[src/rv32e_pkg.sv]
package rv32e_pkg;

    typedef logic [5:0] action_t;

    localparam action_t ACT_ADD    = 6'd0;
    localparam action_t ACT_SUB    = 6'd1;
    localparam action_t ACT_SLL    = 6'd2;
    localparam action_t ACT_SLT    = 6'd3;
    localparam action_t ACT_SLTU   = 6'd4;
    localparam action_t ACT_XOR    = 6'd5;
    localparam action_t ACT_SRL    = 6'd6;
    localparam action_t ACT_SRA    = 6'd7;
    localparam action_t ACT_OR     = 6'd8;
    localparam action_t ACT_AND    = 6'd9;
    localparam action_t ACT_JALR   = 6'd10;
    localparam action_t ACT_ECALL  = 6'd11;
    localparam action_t ACT_ADDI   = 6'd12;
    localparam action_t ACT_SLTI   = 6'd13;
    localparam action_t ACT_SLTIU  = 6'd14;
    localparam action_t ACT_SLLI   = 6'd15;
    localparam action_t ACT_SRLI   = 6'd16;
    localparam action_t ACT_SRAI   = 6'd17;
    localparam action_t ACT_XORI   = 6'd18;
    localparam action_t ACT_ORI    = 6'd19;
    localparam action_t ACT_ANDI   = 6'd20;
    localparam action_t ACT_LB     = 6'd21;
    localparam action_t ACT_LH     = 6'd22;
    localparam action_t ACT_LW     = 6'd23;
    localparam action_t ACT_LBU    = 6'd24;
    localparam action_t ACT_LHU    = 6'd25;
    localparam action_t ACT_SB     = 6'd26;
    localparam action_t ACT_SH     = 6'd27;
    localparam action_t ACT_SW     = 6'd28;
    localparam action_t ACT_BEQ    = 6'd29;
    localparam action_t ACT_BNE    = 6'd30;
    localparam action_t ACT_BLT    = 6'd31;
    localparam action_t ACT_BGE    = 6'd32;
    localparam action_t ACT_BLTU   = 6'd33;
    localparam action_t ACT_BGEU   = 6'd34;
    localparam action_t ACT_LUI    = 6'd35;
    localparam action_t ACT_AUIPC  = 6'd36;
    localparam action_t ACT_JAL    = 6'd37;
    localparam action_t ACT_FLW    = 6'd38;
    localparam action_t ACT_FSW    = 6'd39;
    localparam action_t ACT_FADD_S = 6'd40;
    localparam action_t ACT_NOP    = 6'd41;
    localparam action_t ACT_HALT   = 6'd42;
    localparam action_t ACT_DATA   = 6'd43;

    localparam logic [6:0] OPC_R      = 7'b0110011;
    localparam logic [6:0] OPC_I      = 7'b0010011;
    localparam logic [6:0] OPC_JALR   = 7'b1100111;
    localparam logic [6:0] OPC_LOAD   = 7'b0000011;
    localparam logic [6:0] OPC_STORE  = 7'b0100011;
    localparam logic [6:0] OPC_BRANCH = 7'b1100011;
    localparam logic [6:0] OPC_LUI    = 7'b0110111;
    localparam logic [6:0] OPC_AUIPC  = 7'b0010111;
    localparam logic [6:0] OPC_JAL    = 7'b1101111;
    localparam logic [6:0] OPC_FLW    = 7'b0000111;
    localparam logic [6:0] OPC_FSW    = 7'b0100111;
    localparam logic [6:0] OPC_FOP    = 7'b1010011;

    localparam logic [6:0]  FUNCT7_ALT   = 7'b0100000;
    localparam logic [2:0]  FUNCT3_WORD  = 3'd2;
    localparam logic [2:0]  FUNCT3_FADD  = 3'd7;
    localparam logic [31:0] WORD_HALT    = 32'hFFFF_FFFF;
    localparam logic [31:0] WORD_STEP    = 32'd4;

    typedef struct packed {
        action_t     action;
        logic [4:0]  dest_reg;
        logic [4:0]  src1_reg;
        logic [4:0]  src2_reg;
        logic [31:0] immediate;
        logic [31:0] label_address;
        logic        use_label;
        logic [15:0] byte_count;
    } item_t;

    typedef struct packed {
        logic        emit;
        logic [31:0] word;
        logic [31:0] lc_next;
    } enc_t;

    function automatic logic [2:0] alu_funct3(action_t act);
        logic [2:0] f;
        case (act)
            ACT_ADD, ACT_SUB: f = 3'd0;
            ACT_SLL:          f = 3'd1;
            ACT_SLT:          f = 3'd2;
            ACT_SLTU:         f = 3'd3;
            ACT_XOR:          f = 3'd4;
            ACT_SRL, ACT_SRA: f = 3'd5;
            ACT_OR:           f = 3'd6;
            ACT_AND:          f = 3'd7;
            default:          f = 3'd0;
        endcase
        return f;
    endfunction

    function automatic logic [2:0] imm_funct3(action_t act);
        logic [2:0] f;
        case (act)
            ACT_JALR:            f = 3'd0;
            ACT_ECALL:           f = 3'd7;
            ACT_ADDI:            f = 3'd0;
            ACT_SLTI:            f = 3'd2;
            ACT_SLTIU:           f = 3'd3;
            ACT_SLLI:            f = 3'd1;
            ACT_SRLI, ACT_SRAI:  f = 3'd5;
            ACT_XORI:            f = 3'd4;
            ACT_ORI:             f = 3'd6;
            ACT_ANDI:            f = 3'd7;
            default:             f = 3'd0;
        endcase
        return f;
    endfunction

    function automatic logic [2:0] load_funct3(action_t act);
        logic [2:0] f;
        case (act)
            ACT_LB:  f = 3'd0;
            ACT_LH:  f = 3'd1;
            ACT_LW:  f = 3'd2;
            ACT_LBU: f = 3'd4;
            ACT_LHU: f = 3'd5;
            default: f = 3'd0;
        endcase
        return f;
    endfunction

    function automatic logic [2:0] store_funct3(action_t act);
        logic [2:0] f;
        case (act)
            ACT_SB:  f = 3'd0;
            ACT_SH:  f = 3'd1;
            ACT_SW:  f = 3'd2;
            default: f = 3'd0;
        endcase
        return f;
    endfunction

    function automatic logic [2:0] branch_funct3(action_t act);
        logic [2:0] f;
        case (act)
            ACT_BEQ:  f = 3'd0;
            ACT_BNE:  f = 3'd1;
            ACT_BLT:  f = 3'd4;
            ACT_BGE:  f = 3'd5;
            ACT_BLTU: f = 3'd6;
            ACT_BGEU: f = 3'd7;
            default:  f = 3'd0;
        endcase
        return f;
    endfunction

endpackage

[src/rv32e_encode.sv]
module rv32e_encode
    import rv32e_pkg::*;
(
    input  item_t       item,
    input  logic [31:0] lc,
    output enc_t        enc
);

    logic [31:0] operand;
    logic [31:0] rel;
    logic [31:0] jal_off;
    logic [11:0] i_imm;
    logic [19:0] j_field;

    assign operand = item.use_label ? item.label_address : item.immediate;
    assign rel     = item.label_address - lc;
    assign jal_off = item.use_label ? rel : item.immediate;
    assign j_field = {jal_off[20], jal_off[10:1], jal_off[11], jal_off[19:12]};

    // shift forms keep only shamt, srai sets the alternate bit
    always_comb
    begin
        if (item.action == ACT_SLLI || item.action == ACT_SRLI || item.action == ACT_SRAI)
        begin
            i_imm = {1'b0, (item.action == ACT_SRAI), 5'b0, operand[4:0]};
        end
        else
        begin
            i_imm = operand[11:0];
        end
    end

    always_comb
    begin
        enc.emit    = 1'b1;
        enc.word    = '0;
        enc.lc_next = lc + WORD_STEP;
        case (item.action) inside
            [ACT_ADD:ACT_AND]:
            begin
                enc.word = {((item.action == ACT_SUB || item.action == ACT_SRA) ?
                             FUNCT7_ALT : 7'b0),
                            item.src2_reg, item.src1_reg, alu_funct3(item.action),
                            item.dest_reg, OPC_R};
            end
            [ACT_JALR:ACT_ANDI]:
            begin
                enc.word = {i_imm, item.src1_reg, imm_funct3(item.action), item.dest_reg,
                            ((item.action == ACT_JALR || item.action == ACT_ECALL) ?
                             OPC_JALR : OPC_I)};
            end
            [ACT_LB:ACT_LHU]:
            begin
                enc.word = {item.immediate[11:0], item.src1_reg, load_funct3(item.action),
                            item.dest_reg, OPC_LOAD};
            end
            [ACT_SB:ACT_SW]:
            begin
                enc.word = {item.immediate[11:5], item.dest_reg, item.src1_reg,
                            store_funct3(item.action), item.immediate[4:0], OPC_STORE};
            end
            [ACT_BEQ:ACT_BGEU]:
            begin
                enc.word = {rel[12], rel[10:5], item.src2_reg, item.src1_reg,
                            branch_funct3(item.action), rel[4:1], rel[11], OPC_BRANCH};
            end
            ACT_LUI:
            begin
                enc.word = {item.immediate[19:0], item.dest_reg, OPC_LUI};
            end
            ACT_AUIPC:
            begin
                enc.word = {item.immediate[19:0], item.dest_reg, OPC_AUIPC};
            end
            ACT_JAL:
            begin
                enc.word = {j_field, item.dest_reg, OPC_JAL};
            end
            ACT_FLW:
            begin
                enc.word = {item.immediate[11:0], item.src1_reg, FUNCT3_WORD,
                            item.dest_reg, OPC_FLW};
            end
            ACT_FSW:
            begin
                enc.word = {item.immediate[11:5], item.dest_reg, item.src1_reg,
                            FUNCT3_WORD, item.immediate[4:0], OPC_FSW};
            end
            ACT_FADD_S:
            begin
                enc.word = {7'b0, item.src2_reg, item.src1_reg, FUNCT3_FADD,
                            item.dest_reg, OPC_FOP};
            end
            ACT_NOP:
            begin
                enc.word = '0;
            end
            ACT_HALT:
            begin
                enc.word = WORD_HALT;
            end
            ACT_DATA:
            begin
                enc.emit    = 1'b0;
                enc.lc_next = lc + {16'b0, item.byte_count};
            end
            default:
            begin
                enc.emit    = 1'b0;
                enc.lc_next = lc;
            end
        endcase
    end

endmodule

[src/rv32_instruction_encoder.sv]
// channel   handshake            payload
// input     in_valid/in_ready    action dest_reg src1_reg src2_reg immediate
//                                label_address use_label byte_count
// output    out_valid/out_ready  machine_word word_address
//
// one word per cycle on each side unless stalled; via item_reg, then output regs
// the location counter updates as an item leaves the input register
// data skips and unknown actions leave the pipe without a word
// reset clears the location counter and both valid flags
// a stalled output holds its word and the input register holds one more
module rv32_instruction_encoder
    import rv32e_pkg::*;
(
    input  logic               clk,
    input  logic               rst_n,
    input  logic               in_valid,
    output logic               in_ready,
    input  logic [5:0]         action,
    input  logic [4:0]         dest_reg,
    input  logic [4:0]         src1_reg,
    input  logic [4:0]         src2_reg,
    input  logic signed [31:0] immediate,
    input  logic [31:0]        label_address,
    input  logic               use_label,
    input  logic [15:0]        byte_count,
    output logic               out_valid,
    input  logic               out_ready,
    output logic [31:0]        machine_word,
    output logic [31:0]        word_address
);

    item_t       item_reg;
    logic        item_valid_reg;
    logic [31:0] lc_reg;
    logic        out_valid_reg;
    logic [31:0] machine_word_reg;
    logic [31:0] word_address_reg;
    enc_t        enc;
    logic        out_free;
    logic        advance;

    rv32e_encode u_encode
    (
        .item (item_reg),
        .lc   (lc_reg),
        .enc  (enc)
    );

    assign out_free = !out_valid_reg || out_ready;
    assign advance  = item_valid_reg && out_free;
    assign in_ready = !item_valid_reg || out_free;

    always_ff @(posedge clk or negedge rst_n)
    begin
        if (!rst_n)
        begin
            item_valid_reg <= 1'b0;
            out_valid_reg  <= 1'b0;
            lc_reg         <= '0;
        end
        else
        begin
            if (in_ready)
            begin
                item_valid_reg <= in_valid;
            end
            if (out_free)
            begin
                out_valid_reg <= advance && enc.emit;
            end
            if (advance)
            begin
                lc_reg <= enc.lc_next;
            end
        end
    end

    always_ff @(posedge clk)
    begin
        if (in_valid && in_ready)
        begin
            item_reg.action        <= action;
            item_reg.dest_reg      <= dest_reg;
            item_reg.src1_reg      <= src1_reg;
            item_reg.src2_reg      <= src2_reg;
            item_reg.immediate     <= immediate;
            item_reg.label_address <= label_address;
            item_reg.use_label     <= use_label;
            item_reg.byte_count    <= byte_count;
        end
        if (advance)
        begin
            machine_word_reg <= enc.word;
            word_address_reg <= lc_reg;
        end
    end

    assign out_valid    = out_valid_reg;
    assign machine_word = machine_word_reg;
    assign word_address = word_address_reg;

endmodule

[config.mk]
export PLATFORM = sky130hd
export DESIGN_NAME = rv32_instruction_encoder
export DESIGN_NICKNAME = d
export VERILOG_FILES = /design/src/rv32e_pkg.sv /design/src/rv32e_encode.sv /design/src/rv32_instruction_encoder.sv
export SDC_FILE = /design/constraint.sdc
export NUM_CORES = 1
export LEC_CHECK = 0
export BUFFER_PORTS_ARGS = -buffer_cell sky130_fd_sc_hd__buf_2
export CORE_MARGIN = 5
export CORE_UTILIZATION = 30
export DETAILED_ROUTE_END_ITERATION = 8
export PLACE_DENSITY = 0.46
export SYNTH_ARGS = -nofsm -noshare
export SYNTH_HDL_FRONTEND = slang
export SYNTH_SLANG_ARGS = --single-unit
[constraint.sdc]
create_clock -name clk -period 10.2 [get_ports clk]
set_input_delay 1.02 -clock clk [delete_from_list [all_inputs] [get_ports clk]]
set_output_delay 1.02 -clock clk [all_outputs]
set_load 0.02 [all_outputs]
==> results of run 1 <==
-- worst paths after layout --
kind,endpoint
setup / recovery,flop
hold / removal,word_address[23]$_DFFE_PP_
setup reg to reg,machine_word[28]$_SDFFCE_PP0P_
hold reg to reg,word_address[23]$_DFFE_PP_
max in group asynchronous,lc_reg[2]$_DFFE_PN0P_
min in group asynchronous,lc_reg[26]$_DFFE_PN0P_
-- cell usage after synthesis, drive strengths merged (3+ instances only) --
library cell | n | area, µm²
o31ai | 9 | 72.57
xor2 | 18 | 157.7
a21o | 22 | 166.4
nor3 | 23 | 141.4
nand2b | 14 | 87.58
nand2 | 88 | 330.3
nand3 | 25 | 125.1
o21a | 9 | 67.56
a22oi | 3 | 22.52
nand4 | 7 | 43.79
ha | 40 | 500.5
clkbuf | 15 | 56.30
mux2i | 7 | 70.07
a211oi | 12 | 112.6
o2111ai | 6 | 52.55
xnor2 | 24 | 210.2
o21bai | 4 | 30.03
inv | 42 | 157.6
o211ai | 10 | 75.07
a21oi | 80 | 404.1
nand3b | 4 | 30.03
o22ai | 8 | 50.05
and2 | 7 | 43.79
or3 | 3 | 18.77
a221o | 10 | 100.1
and3 | 12 | 75.07
o31a | 3 | 26.28
o221ai | 7 | 61.31
nor2 | 53 | 201.5
a21boi | 5 | 37.54
dfxtp | 6 | 120.1
or4 | 3 | 22.52
a222oi | 9 | 90.09
o32ai | 3 | 45.05
nor2b | 16 | 100.1
mux2 | 5 | 56.30
nor4 | 6 | 37.54
or2 | 6 | 37.54
a221oi | 11 | 102.6
a31oi | 15 | 93.84
o21ai | 65 | 329.1
dfrtp | 34 | 850.8
buf | 21 | 98.85
edfxtp | 143 | 4294
-- where the power goes --
part	internal (mW)	total, mW	switching [mW]
Combinational	0.394	0.995	0.601
Sequential	0.941	1.05	0.104
Clock	0.330	0.657	0.327
Total	1.67	2.70	1.03
-- final cells by class --
class | instances | area share
clock buffers | 18 | 0.03699
multi-input cells | 676 | 0.3785
well taps | 448 | 0.04721
flip-flops and latches | 183 | 0.4435
clock inverters | 14 | 0.01128
inverters | 42 | 0.01338
repair buffers | 159 | 0.06913
-- logic make-up (layout without fill, tap and decap cells) --
| kind of cell | after synthesis | after routing |
|---|---|---|
| AO/OA/AOI/OAI | 310 | 310 |
| AND/OR/NAND/NOR | 270 | 270 |
| flip-flops | 183 | 183 |
| buffers and inverters | 78 | 233 |
| adder cells (fa/ha/maj) | 42 | 42 |
| XOR/XNOR | 42 | 42 |
| multiplexers | 12 | 12 |
-- cells in the final DEF, fill, tap and decap left out, types with 12 or more instances in the layout --
| master | synthesis | final |
|---|---|---|
| a21oi_1 | 79 | 79 |
| nor2b_1 | 16 | 16 |
| clkbuf_16 | 0 | 17 |
| nand2b_1 | 14 | 14 |
| nor2_1 | 52 | 52 |
| and3_1 | 12 | 12 |
| nand2_1 | 88 | 88 |
| edfxtp_1 | 143 | 143 |
| nor3_1 | 19 | 19 |
| o21ai_0 | 58 | 58 |
| nand3_1 | 25 | 25 |
| xor2_1 | 18 | 18 |
| a31oi_1 | 15 | 15 |
| ha_1 | 40 | 40 |
| a21o_1 | 21 | 21 |
| dfrtp_1 | 34 | 34 |
| inv_1 | 40 | 38 |
| xnor2_1 | 24 | 24 |
| buf_2 | 13 | 149 |
-- layer usage --
layer  GRT usage  up-vias  part of all wire
li1            -     3865                 -
met1      0.2466     3876              0.49
met2      0.2375      248              0.44
met3     0.03270       26             0.055
met4     0.04537        0             0.017
met5           0        -                 0
-- critical path: cells and delay by family --
family	cells	cell delay [ns]
buffers and inverters	3	0.87
and+or+nand+nor	3	0.74
adders and majority gates	1	0.26
AOI/OAI and AO/OA	3	0.96
-- metrics by stage --
stage          total power, mW    util
2_1_floorplan            1.773       -
3_3_place_gp             2.062  0.3387
3_5_place_dp             2.062  0.3387
4_1_cts                  2.742  0.3558
5_1_grt                  2.883  0.3558
6_report                 2.697  0.3558
==> results.ini, run 1 <==
[drt]
postRouteAntennaNets=0
drc=0
wire_per_inst_um=20.04
drtPass1Iterations=6
vias=8015
wirelength_mm=30.86
initialDrtViolationCount=579
avgViaCountPerCell=5.205

[layout]
nNetsFinal=1227
fin_cells=1540
drive_gt1_frac=0.2024
largest_register_ffs=80
ff_latch_area_um2=5265
multi_input_area_um2=4494
fillers=3463
syn_to_final_growth_pct=17.88
stdcell_area_um2=11870
diodes=0

[critical_path]
crit_path_max_incr_delay_ns=0.62
r2r_setup_slack_ns=6.90
rr_startpoint=item_reg[99]$_DFFE_PP_
crit_path_max_fanout=40
cp.required_ns=10.54
crit_top_cell=nand2_1
reg2reg_depth=7
path_class=in -> reg
critical_path.startpoint=out_ready
worst_setup_path_start_kind=input pin
cp_slowest_cell=clkinv_2
endpoint_kind=flop
crit_arrival_ns=3.88
worstPathCellList=buf_2 > nor2b_1 > nand2_1 > nand2_1 > clkinv_2 > a21oi_1 > inv_1 > ha_1 > a221oi_1 > a31oi_1

[clock_tree]
clk_pin_slew_worst_paths_ns=0.08
cts_setup_buffers=0
insertion_delay_ns=0.46
root_buffer=clkbuf_16
htreeDepth=4
cts_hold_buf=0
cts.path.max_buffers=2
clkSinkCount=183
cts-buffers-inserted=17
tritoncts=done
cts_resized=0

[yosys]
ys_warn_count=0
synth_fp_nets=1085
synth_top_flop_cell=edfxtp_1
ys_ff_latch=183
synth-simple-area-share=0.1311
synth_edf_count=143
synth-adder-area-share=0.05366
synth_area_um2=10070
synth_xor_area_frac=0.03652
async_flop_share=0.1858
synth_compound_area_frac=0.2124
ys_types=79
post_synth.cell_area_avg_um2=10.75
synthMuxAreaShare=0.01255
synthCells=937
synth_top_family_by_area=compound AO/OA/AOI/OAI gates
seq_area_frac_synth=0.5227

[die]
die_area_um2=37340
dieWidth_um=193.2
coreArea_um2=33360
initial_core_util=0.3019
boundaryPins=172
row_count=67
chipHeight_um=193.2

[timing]
hold_ws_ns=0.4627
period_needed_ns=3.543
report.final.slew_viol_count=0
slew_headroom=0.2831
hold_viol_final=0
rsz0062_at_grt=no
fin_skew_ns=0.01913
setup_tns_ns=0
setup_viol_count_final=0
worst_pin_slew_ns=1.073
fin_crit_sh=0.3473
fmaxAchievable_mhz=282.3
worst_slack_ns=6.657

[run]
maxCapViolCount=0

[placed_design]
dp_cells=1508
io_buffers=149
place_congestion=0.8366
postPlaceCellArea_um2=11300
post-place-ws_ns=6.053
post-dp-hpwl_mm=22.78

[global_route]
grt_pass1_vias=7889
grt_max_degree=52
overflow=0
antenna_found_initial=0
grt_usage=0.1632
grt_pass1_wl_mm=47.51

[pwr]
leakage_nw=4.740
peakVddDrop_uv=126.2
powerDensity_nw_per_um2=227.2

[status]
status=completed

[worst_hold_path]
hold_class=reg -> reg
min_path_cells=0
min_from=lc_reg[23]$_DFFE_PN0P_

Note: power is estimated with default switching activity, not from simulation.
==> inputs of run 2 (changes only) <==
--- a/config.mk
+++ b/config.mk
@@ -9,7 +9,7 @@
 export CORE_MARGIN = 5
 export CORE_UTILIZATION = 30
 export DETAILED_ROUTE_END_ITERATION = 8
-export PLACE_DENSITY = 0.46
+export PLACE_DENSITY = 0.48
 export SYNTH_ARGS = -nofsm -noshare
 export SYNTH_HDL_FRONTEND = slang
 export SYNTH_SLANG_ARGS = --single-unit
==> constraint.sdc (replaced) <==
create_clock -name clk -period 2.89 [get_ports clk]
set_input_delay 0.289 -clock clk [delete_from_list [all_inputs] [get_ports clk]]
set_output_delay 0.289 -clock clk [all_outputs]
set_load 0.02 [all_outputs]
==> run 2 against run 1 <==
  * Global-route usage grew 0.66 points
  * Hold slack worse by 0.44 ns
  * Final cell count up 8.8%
  * Cell area rose by 12%
  * Sequential power rose to 3.4 times the previous value
  * Combinational power rose to 4.2 times the previous value
  * Register-to-register slack lost 6.8 ns
  * Clock power increased to 3.7 times the previous value
  * Critical path type is now reg -> reg
==> results.ini, run 2 (synthesis gave the netlist of run 1 again) <==
[global_route]
grt_pass1_wl_mm=49.69
antenna_found_initial=0
grt_pass1_vias=8259
overflow=0
grt_max_degree=49
grt_usage=0.1698

[timing]
setup_tns_ns=0
fmaxAchievable_mhz=359.4
hold_viol_final=0
report.final.slew_viol_count=0
worst_slack_ns=0.1077
fin_skew_ns=0.02015
setup_viol_count_final=0
period_needed_ns=2.782
fin_crit_sh=0.9627
slew_headroom=0.3869
hold_ws_ns=0.02517
worst_pin_slew_ns=0.9153

[critical_path]
path_class=reg -> reg
r2r_setup_slack_ns=0.11
cp.required_ns=3.08
crit_path_max_incr_delay_ns=0.44
rr_startpoint=lc_reg[1]$_DFFE_PN0P_
critical_path.startpoint=lc_reg[1]$_DFFE_PN0P_
reg2reg_depth=10
cp_slowest_cell=dfrtp_2
crit_path_max_fanout=5
worstPathCellList=buf_4 > fa_2 > nor2b_2 > o31a_1 > o2111ai_2 > a21o_1 > o21ai_2 > o311a_1 > mux2i_2 > o221ai_1
crit_arrival_ns=2.97
rr_endpoint=machine_word[31]$_SDFFCE_PP0P_
crit_family=compound AO/OA/AOI/OAI gates
crit_buf_inv=1
worst_setup_path_start_kind=flop
endpoint_kind=flop

[clock_tree]
cts.path.max_buffers=2
cts-buffers-inserted=17
clk_pin_slew_worst_paths_ns=0.08
tritoncts=done
clkSinkCount=183
htreeDepth=4
insertion_delay_ns=0.45
root_buffer=clkbuf_16

[pwr]
leakage_nw=5.378
peakVddDrop_uv=439.9
total_power_mw=10.19
powerDensity_nw_per_um2=767.6

[drt]
drc=0
vias=8530
wire_per_inst_um=19.37
postRouteAntennaNets=0
wirelength_mm=32.45
drtPass1Iterations=6
initialDrtViolationCount=685
avgViaCountPerCell=5.093

[worst_hold_path]
hold_class=in -> reg
min_from=byte_count[8]
min_path_cells=1
min_to=item_reg[8]$_DFFE_PP_

[die]
coreArea_um2=33360
dieWidth_um=193.2
chipHeight_um=193.2
initial_core_util=0.3019
die_area_um2=37340
boundaryPins=172
row_count=67

[layout]
diodes=0
final_common_cell=buf_2
drive_gt1_frac=0.2600
largest_register_ffs=80
multi_input_area_um2=4647
fillers=3351
nNetsFinal=1362
ff_latch_area_um2=5268
syn_to_final_growth_pct=31.74
stdcell_area_um2=13270
mostFrequentLayoutCells=buf_2, edfxtp_1, nand2_1

[placed_design]
postPlaceCellArea_um2=11890
post-dp-hpwl_mm=24.09
io_buffers=149
place_congestion=0.9053
post-place-ws_ns=0.01134

[status]
status=completed

[run]
maxCapViolCount=0

run 2: cell types whose count changed in the layout (fill, tap and decap cells not counted), moves of 4 or more:
cell	before	now
buf_12	0	4
nor2b_2	0	4
ha_4	0	4
nor2b_1	16	11
dlygate4sd3_1	0	61
clkinv_4	4	0
clkinvlp_4	1	6
ha_1	40	35
buf_4	10	80
run 2: how the worst max path moves through the flow:
| stage | to | slack (ns) | cells after the start |
|---|---|---|---|
| final | machine_word[31]$_SDFFCE_PP0P_ | 0.11 | 10 |
| after global routing | machine_word[31]$_SDFFCE_PP0P_ | -0.02 | 10 |
| after CTS | machine_word[31]$_SDFFCE_PP0P_ | 0.004 | 10 |
| after detailed placement | machine_word[31]$_SDFFCE_PP0P_ | 0.01 | 10 |
| after global placement | lc_reg[25]$_DFFE_PN0P_ | 0.03 | 9 |
| after floorplan | flop | -0.17 | 10 |
run 2: repair_timing:
action	4_1_cts	5_1_grt
hold buffers	61	0
setup buffers	2	8
pin swaps	2	11
endpoints found under the setup margin	5	22
resized for setup	1	18
hold endpoints to repair	94	0
run 2: worst reg2reg max path, delay by kind of cell, from the launching register on:
kind                       cells  cell delay [ns]
AOI/OAI and AO/OA              6             1.13
adders and majority gates      1             0.37
muxes                          1             0.29
buffers and inverters          1             0.15
DFF                            1             0.44
and+or+nand+nor                1             0.13
run 2: report_power, final:
group          internal, mW  total (mW)  leakage (nW)  switching [mW]
logic                  1.79        4.18          3.26            2.38
clock network          1.30        2.41         0.277            1.11
registers              3.32        3.60          1.84           0.277
run 2: per-layer routing:
| layer | share of wire | track usage |
|---|---|---|
| met5 | 0 | 0 |
| met4 | 0.021 | 0.05376 |
| met3 | 0.058 | 0.03235 |
| met2 | 0.44 | 0.2486 |
| met1 | 0.49 | 0.2537 |
run 2: stage by stage:
stage | util | std cells
finish | 0.3977 | 1675
global route | 0.3977 | 1675
CTS | 0.3931 | 1667
detailed placement | 0.3565 | 1572
global placement | 0.3565 | 1572
floorplan | - | 937
run 2: layout make-up:
type	count	share of cell area
Sequential cell	183	0.3970
Clock buffer	19	0.03263
Inverter	42	0.01245
Timing Repair Buffer	294	0.1535
Clock inverter	13	0.01198
Tap cell	448	0.04224
Multi-Input combinational cell	676	0.3502
==> inputs of run 3 (changes only) <==
--- a/config.mk
+++ b/config.mk
@@ -5,11 +5,12 @@
 export SDC_FILE = /design/constraint.sdc
 export NUM_CORES = 1
 export LEC_CHECK = 0
+export ABC_AREA = 1
 export BUFFER_PORTS_ARGS = -buffer_cell sky130_fd_sc_hd__buf_2
-export CORE_MARGIN = 5
+export CORE_MARGIN = 2
 export CORE_UTILIZATION = 30
 export DETAILED_ROUTE_END_ITERATION = 8
-export PLACE_DENSITY = 0.48
+export PLACE_DENSITY = 0.47
 export SYNTH_ARGS = -nofsm -noshare
 export SYNTH_HDL_FRONTEND = slang
 export SYNTH_SLANG_ARGS = --single-unit
==> run 3 against run 2 <==
  * Sequential power is 11% higher
  * Routed wire length rose by 22%
  * Clock power down 5%
  * Non-clock buffer count fell by 22
  * Hold slack better by 0.019 ns
  * Utilization shrank 1.3 points
  * Clock skew is 0.0049 ns lower
  * Combinational power rose by 28%
  * Die area grew 7.6%
  * Critical path type unchanged
  * Largest power group unchanged
==> results.ini, run 3 <==
[critical_path]
rr_startpoint=lc_reg[5]$_DFFE_PN0P_
path_class=reg -> reg
worstPathCellList=inv_1 > ha_1 > nand2_1 > nor2_1 > nand2_1 > nand3_1 > nand2_1 > nand2_1 > nand2_1 > nand3_1 > nand2_1 > nand2_1 > nand3_1 > nand2_1 > nand2_1 > nand2_1 > nand2_1
crit_path_max_fanout=7
worst_setup_path_start_kind=flop
crit_top_cell=nand2_1
crit_path_max_incr_delay_ns=0.49
cp_slowest_cell=dfrtp_1
cp.required_ns=3.12
crit_arrival_ns=2.87
critical_path.startpoint=lc_reg[5]$_DFFE_PN0P_
endpoint_kind=flop

[timing]
hold_viol_final=0
worst_slack_ns=0.2462
fmaxAchievable_mhz=378.2
slew_headroom=0.3812
setup_viol_count_final=0
report.final.slew_viol_count=0
fin_skew_ns=0.01520
rsz0062_at_grt=no
worst_pin_slew_ns=0.9282
period_needed_ns=2.644
hold_ws_ns=0.04408
fin_crit_sh=0.9148
setup_tns_ns=0

[drt]
wirelength_mm=39.52
wire_per_inst_um=17.49
vias=10770
drtPass1Iterations=5
avgViaCountPerCell=4.769
postRouteAntennaNets=0
drc=0
initialDrtViolationCount=741

[layout]
fin_util=0.3851
stdcell_area_um2=14570
final_common_cell=nand2_1
mostFrequentLayoutCells=nand2_1, inv_1, buf_2
fin_cells=2259
drive_gt1_frac=0.1590
fillers=3995
largest_register_ffs=80
diodes=0
syn_to_final_growth_pct=25.87
nNetsFinal=1883

[placed_design]
place_congestion=0.9002
io_buffers=149
postPlaceCellArea_um2=13200
post-dp-hpwl_mm=30.63
post-place-ws_ns=0.2872
dp_cells=2147

[pwr]
powerDensity_nw_per_um2=800.3
leakage_nw=6.638
total_power_mw=11.66
peakVddDrop_uv=432.1

[yosys]
synth_common_cells=nand2_1, inv_1, edfxtp_1, nor2_1, nand3_1
synthCells=1473
ys_top_cells_by_area=edfxtp_1, nand2_1, dfrtp_1
synth_most_common_cell=nand2_1
ys_types=55
synth_top_flop_cell=edfxtp_1
synth_fp_nets=1621
synth_top_area_cell=edfxtp_1
seq_area_frac_synth=0.4547
post_synth.cell_area_avg_um2=7.861
synth.top_cell.area_share=0.3709
synth_area_um2=11580
synth_edf_count=143
ys_warn_count=0
ys_ff_latch=183
async_flop_share=0.1858

[die]
row_count=71
dieWidth_um=200.5
chipHeight_um=200.5
coreArea_um2=37840
die_area_um2=40180
boundaryPins=172
initial_core_util=0.3060

[worst_hold_path]
hold_class=in -> reg
min_from=label_address[19]

[clock_tree]
htreeDepth=4
cts.path.max_buffers=2
insertion_delay_ns=0.48
root_buffer=clkbuf_16
clk_pin_slew_worst_paths_ns=0.07
cts-buffers-inserted=17
clkSinkCount=183
cts_setup_buffers=0
tritoncts=done

[global_route]
grt_usage=0.1995
antenna_found_initial=0
grt.busiest_layer=met2
grt_pass1_vias=10700
use_met2=0.3227
grt_pass1_wl_mm=61.30
grt_max_degree=81
overflow=0
use_met1=0.2713
gr-usage-met3=0.03182

[status]
status=completed

[run]
maxCapViolCount=0

## run 3: cell count changes after synthesis, sizes merged, moves of 37 or more
cell | previous run | this run
nor2 | 53 | 134
nand3 | 25 | 122
inv | 42 | 195
nand2 | 88 | 440
o21ai | 65 | 102
## run 3: logic make-up (layout without fill, tap and decap cells)
group | after synthesis | count (layout) | synth area share
buffers and inverters | 225 | 500 | 0.07662
adders and majority gates | 42 | 42 | 0.04668
AOI/OAI and AO/OA | 228 | 228 | 0.1118
xor gates and xnor gates | 33 | 33 | 0.02496
DFF | 183 | 183 | 0.4547
muxes | 1 | 1 | 0.0009725
and+or+nand+nor | 761 | 761 | 0.2842
## run 3: routing by layer
metal / part of all wire / vias up
met1: 0.48 / 5010
met4: 0.025 / 0
met3: 0.040 / 45
met2: 0.46 / 279
met5: 0 / -
li1: - / 5439
## run 3: final timing paths
path | cells after the start | end | slack, ns
setup / recovery | 17 | machine_word[30]$_DFFE_PP_ | 0.25
hold / removal | 1 | item_reg[36]$_DFFE_PP_ | 0.04
setup reg to reg | 17 | machine_word[30]$_DFFE_PP_ | 0.25
hold reg to reg | 0 | word_address[31]$_DFFE_PP_ | 0.49
max in group asynchronous | 2 | lc_reg[25]$_DFFE_PN0P_ | 1.81
min in group asynchronous | 2 | lc_reg[6]$_DFFE_PN0P_ | 0.49
## run 3: repair_timing
action,CTS,global route
endpoints found under the hold margin,113,0
hold buffers,80,0
resized for setup,0,2
setup endpoints to repair,0,2
## run 3: layout make-up
type | count | area, µm² | share of cell area
clock buffer | 17 | 425.4 | 0.02919
clock inverter | 15 | 137.6 | 0.009444
inverter | 196 | 739.5 | 0.05074
multi-input combinational | 1065 | 5435 | 0.3729
sequential | 183 | 5265 | 0.3613
tap | 511 | 639.4 | 0.04387
timing repair buffer | 272 | 1932 | 0.1326
## run 3: critical path: cells and delay by family, from the launching register on
family | cells | cell delay (ns)
simple gates | 15 | 1.37
flops | 1 | 0.49
fa+ha+maj | 1 | 0.39
buf+inv | 1 | 0.18
## run 3: power by group
part	switching [mW]	total (mW)	internal, mW
clock	1.15	2.29	1.14
sequential	0.486	4.00	3.52
combinational	3.55	5.37	1.82
total	5.19	11.7	6.47
